===== config.mk =====
export PLATFORM = sky130hd
export DESIGN_NAME = gofs_queue
export DESIGN_NICKNAME = d
export VERILOG_FILES = /design/src/rtl/gofs_pkg.sv /design/src/rtl/gofs_queue.sv
export SDC_FILE = /design/constraint.sdc
export NUM_CORES = 1
export LEC_CHECK = 0
export BUFFER_PORTS_ARGS = -buffer_cell sky130_fd_sc_hd__clkbuf_2
export CAP_MARGIN = 10
export CORE_ASPECT_RATIO = 1.25
export CORE_MARGIN = 5
export CORE_UTILIZATION = 50
export DETAILED_ROUTE_END_ITERATION = 6
export MAX_ROUTING_LAYER = met4
export PLACE_DENSITY = 0.86
export SLEW_MARGIN = 20
export SYNTH_ARGS = -nofsm -noshare
export SYNTH_HDL_FRONTEND = slang
export SYNTH_SLANG_ARGS = --single-unit

===== constraint.sdc =====
create_clock -name aclk -period 4.5 [get_ports aclk]
set_input_delay 0.9 -clock aclk [delete_from_list [all_inputs] [get_ports aclk]]
set_output_delay 0.9 -clock aclk [all_outputs]
set_load 0.02 [all_outputs]

===== src/rtl/gofs_pkg.sv =====
package gofs_pkg;

    localparam int WORD_W = 64;
    localparam int MW_W   = 7;
    localparam int SIZE_W = 10;

    localparam logic [MW_W-1:0] MIRROR_WIDTH_RESET = 7'd49;
    localparam logic [MW_W-1:0] MIRROR_WIDTH_MAX   = 7'd64;

    // register index, taken from paddr[2]
    localparam logic REG_MIRROR_WIDTH = 1'b0;

    typedef struct packed {
        logic [WORD_W-1:0] word;
        logic              last;
    } cand_t;

    // true when the word has three or more set bits
    function automatic logic overlap_three(input logic [WORD_W-1:0] n);
        logic [WORD_W-1:0] n1;
        logic [WORD_W-1:0] n2;
        n1 = n & (n - WORD_W'(1));
        n2 = n1 & (n1 - WORD_W'(1));
        return |n2;
    endfunction

    // low mw bits reversed, widths above 64 treated as 64
    function automatic logic [WORD_W-1:0] mirror_word(input logic [WORD_W-1:0] w,
                                                      input logic [MW_W-1:0]   mw);
        logic [WORD_W-1:0] rev;
        logic [MW_W-1:0]   w_eff;
        logic [MW_W-1:0]   sh;
        for (int i = 0; i < WORD_W; i++) begin
            rev[i] = w[WORD_W-1-i];
        end
        w_eff = (mw > MIRROR_WIDTH_MAX) ? MIRROR_WIDTH_MAX : mw;
        sh    = MIRROR_WIDTH_MAX - w_eff;
        return rev >> sh;
    endfunction

endpackage


===== src/rtl/gofs_queue.sv =====
module gofs_queue
    import gofs_pkg::*;
(
    input  logic  aclk,
    input  logic  aresetn,
    input  logic  push,
    input  cand_t push_data,
    output logic  full,
    input  logic  pop,
    output logic  valid,
    output cand_t pop_data
);

    localparam logic [1:0] CNT_FULL = 2'd2;

    cand_t      slot_reg [2];
    logic       wr_ptr_reg;
    logic       rd_ptr_reg;
    logic [1:0] cnt_reg;
    logic [1:0] cnt_next;
    logic       do_push;
    logic       do_pop;

    assign full     = (cnt_reg == CNT_FULL);
    assign valid    = (cnt_reg != 2'd0);
    assign do_push  = push && !full;
    assign do_pop   = pop && valid;
    assign pop_data = slot_reg[rd_ptr_reg];

    always_comb begin
        cnt_next = cnt_reg;
        if (do_push && !do_pop) begin
            cnt_next = cnt_reg + 2'd1;
        end else if (do_pop && !do_push) begin
            cnt_next = cnt_reg - 2'd1;
        end
    end

    always_ff @(posedge aclk) begin
        if (!aresetn) begin
            wr_ptr_reg <= 1'b0;
            rd_ptr_reg <= 1'b0;
            cnt_reg    <= 2'd0;
        end else begin
            cnt_reg <= cnt_next;
            if (do_push) begin
                wr_ptr_reg <= !wr_ptr_reg;
            end
            if (do_pop) begin
                rd_ptr_reg <= !rd_ptr_reg;
            end
        end
    end

    always_ff @(posedge aclk) begin
        if (do_push) begin
            slot_reg[wr_ptr_reg] <= push_data;
        end
    end

endmodule


==> results by group <==
Clock network
  – Cts bufs inserted: 17
  – Setup Buffers After CTS: 0
  – TritonCTS clock tree: yes
  – Clock Path Buffers: 2
  – CTS Hold Buffers Added: 0
  – CTS clk-pin slew, worst paths: 0.05 ns
  – Clk_lat worst skew: 0.40 ns
  – CTS Root Cell: clkbuf_16
  – Clock sink count: 135
  – Post-cts resize count: 0
  – CTS H-tree lvls: 4

Critical path
  – Critical path launch point type: flop
  – Setup CP Type: flop to primary output
  – Crit path required time: 3.60 ns
  – Critical-path top delay cell: dfxtp_2
  – Worst stage delay on the critical path: 0.80 ns
  – Crit-path leading delay family: flip-flops
  – CP Depth: 3
  – Critical path arrival: 2.33 ns
  – Crit path capture type: primary output
  – R2r worst-path depth: 3
  – Worst path buffer plus inverter count: 2
  – Crit-path max FO: 36
  – CP Cell Sequence: buf_4 > mux2_2 > clkbuf_2

Route
  – Remaining DRCs: 0
  – Via density: 4.965
  – Routed WL per cell: 16.86 um
  – Vias: 2,562
  – DRT iter0 DRCs: 73
  – Drt total wl: 8.702 mm
  – DR pass1 iterations: 4
  – Antenna-violating nets left: 0

Global routing
  – Largest net degree at the start of global routing: 37
  – Total GRT Usage: 16.04%
  – Vias in the first global route: 2,890
  – Antenna violations before repair: 0
  – Gr ovfl total: 0
  – First-pass GRT wire length: 13.97 mm

Layout
  – Fillers: 704
  – Area delta synth->final: 28.72%
  – Layout Cells excl Fill: 516
  – Area of the multi-input gates: 868.3 sq um
  – Max reg flops: 130
  – Final Util: 65.84%
  – Most common cell after layout, fill and taps aside: clkbuf_2
  – Leading cell types in the layout, fill and taps excluded: clkbuf_2, edfxtp_1, mux2_2, clkbuf_16, bufinv_16
  – FF/Latch Area: 4005 sq um
  – Fin nets: 448
  – Fraction of layout cells with a size suffix above 1: 60.00%
  – Inserted Diodes: 0

Place
  – Placed cell count: 485
  – Routability cong.: 0.7017
  – Place WS: 1.646 ns
  – I/O Buffers: 135
  – HPWL after DPL: 5.882 mm

Synth
  – Post-Syn Area per Cell: 21.77 sq um
  – FF+latch count, synth: 135
  – YS warnings: 0
  – Seq/Total Area, Yosys: 81.03%
  – Distinct cells, synth: 23
  – Cells after Synth: 227
  – Syn nets: 297
  – Post-Syn Area: 4941 sq um

Power and ir drop
  – Sw Ratio: 27.36%
  – Maximum vdd drop: 359.6 uV
  – Internal cell power: 2943 uW
  – P per Cell Area: 637.1 nW/um^2
  – Net Switching: 1109 uW
  – Flop pwr share: 41.0%
  – Clock Power Share: 35.1%
  – Share of power burned in combinational logic: 23.9%
  – LEAKAGE: 0.002436 uW

Timing
  – Worst hold slack: 0.5555 ns
  – Max Fclk: 309.8 MHz
  – Slew Limit Fails: 0
  – Final min period: 3.228 ns
  – # setup viols final: 0
  – Relative slew slack: 50.95%
  – Final WS setup: 1.272 ns
  – Setup TNS: 0 ns
  – Final hold viol count: 0
  – Clock skew: 0.005501 ns
  – Fin crit share: 71.73%
  – Worst-margin pin slew: 0.7358 ns
  – RSZ-0062 raised after global routing: false

Die
  – Core area: 9659 sq um
  – DIE WIDTH: 98.92 um
  – Die height: 121.1 um
  – IO Pins: 136
  – Die footprint: 11,980 sq um
  – FP Rows: 40
  – Starting density of the core: 51.15%

Worst hold path
  – Worst min path class: flop to flop
  – Min-Delay Path Depth: 2

Status
  – Status: complete, no violations

Job
  – Max Cap Viol: 0
-- power groups by stage --
stage / sequential [uW] / combinational (uW) / clock, uW
after floorplan: 1650 / 729 / 0
after global placement: 1680 / 965 / 0
after detailed placement: 1690 / 983 / 0
after CTS: 1670 / 987 / 1450
after global routing: 1680 / 1040 / 1520
final: 1660 / 969 / 1420
-- worst paths after layout --
| check | startpoint | endpoint | slack (ns) |
|---|---|---|---|
| setup / recovery | flop | pop_data[54] | 1.27 |
| hold / removal | cnt_reg[1]$_SDFFE_PN0P_ | cnt_reg[1]$_SDFFE_PN0P_ | 0.56 |
| setup reg to reg | cnt_reg[0]$_SDFFE_PN0P_ | slot_reg[1][35]$_DFFE_PP_ | 2.27 |
| hold reg to reg | cnt_reg[1]$_SDFFE_PN0P_ | cnt_reg[1]$_SDFFE_PN0P_ | 0.56 |
-- logic make-up (layout without fill, tap and decap cells) --
group           count (synthesis)  count (layout)  synth area share, %
buf+inv                         9             172                1.544
mux                            65              65                14.81
compound gates                  5               5               0.6584
simple gates                    9               9                1.165
fa+ha+maj                       1               1               0.2532
xor+xnor                        3               3               0.5319
flops                         135             135                81.03
-- final cells by class --
type                       count  share of cell area, %
tap                          126                  2.479
sequential                   135                  62.97
clock inverter                12                  2.872
timing repair buffer         139                  11.10
clock buffer                  19                  6.807
inverter                       2                 0.1180
multi-input combinational     83                  13.65
-- metrics by stage --
stage	total power, uW	instance area, sq um
CTS	4108	6360
detailed placement	2674	5744
global placement	2643	5744
finish	4052	6360
global route	4237	6360
floorplan	2378	4941
-- tightest hold or removal path, delay by kind of cell (launching register included) --
family          cells  cell delay [ns]
compound gates      2             0.17
flops               1             0.33
-- metal layers --
layer	part of all wire, %	vias to the layer above	global-route usage (%)
met4	1.2	0	6.405
met3	7.3	12	5.923
met5	0	-	-
met2	54	93	27.48
li1	-	1204	-
met1	37	1253	16.69
-- cell usage after synthesis --
master	count	area, sq um
nor3_2	1	10.01
a21boi_0	1	7.510
xor2_1	1	8.760
or2_2	1	6.260
xnor2_1	2	17.52
inv_2	1	3.750
ha_1	1	12.51
a21boi_1	1	7.510
and3_1	1	6.260
and2_1	3	18.77
o21a_1	1	7.510
inv_1	1	3.750
nand2b_1	1	6.260
mux2_2	65	732.0
nor2_1	1	3.750
buf_4	1	7.510
o21ai_1	1	5.000
dfxtp_1	5	100.1
buf_2	1	5.000
o21ai_0	1	5.000
buf_6	5	56.30
edfxtp_1	130	3904
or3_1	1	6.260
Note: power is estimated with default switching activity, not from simulation.
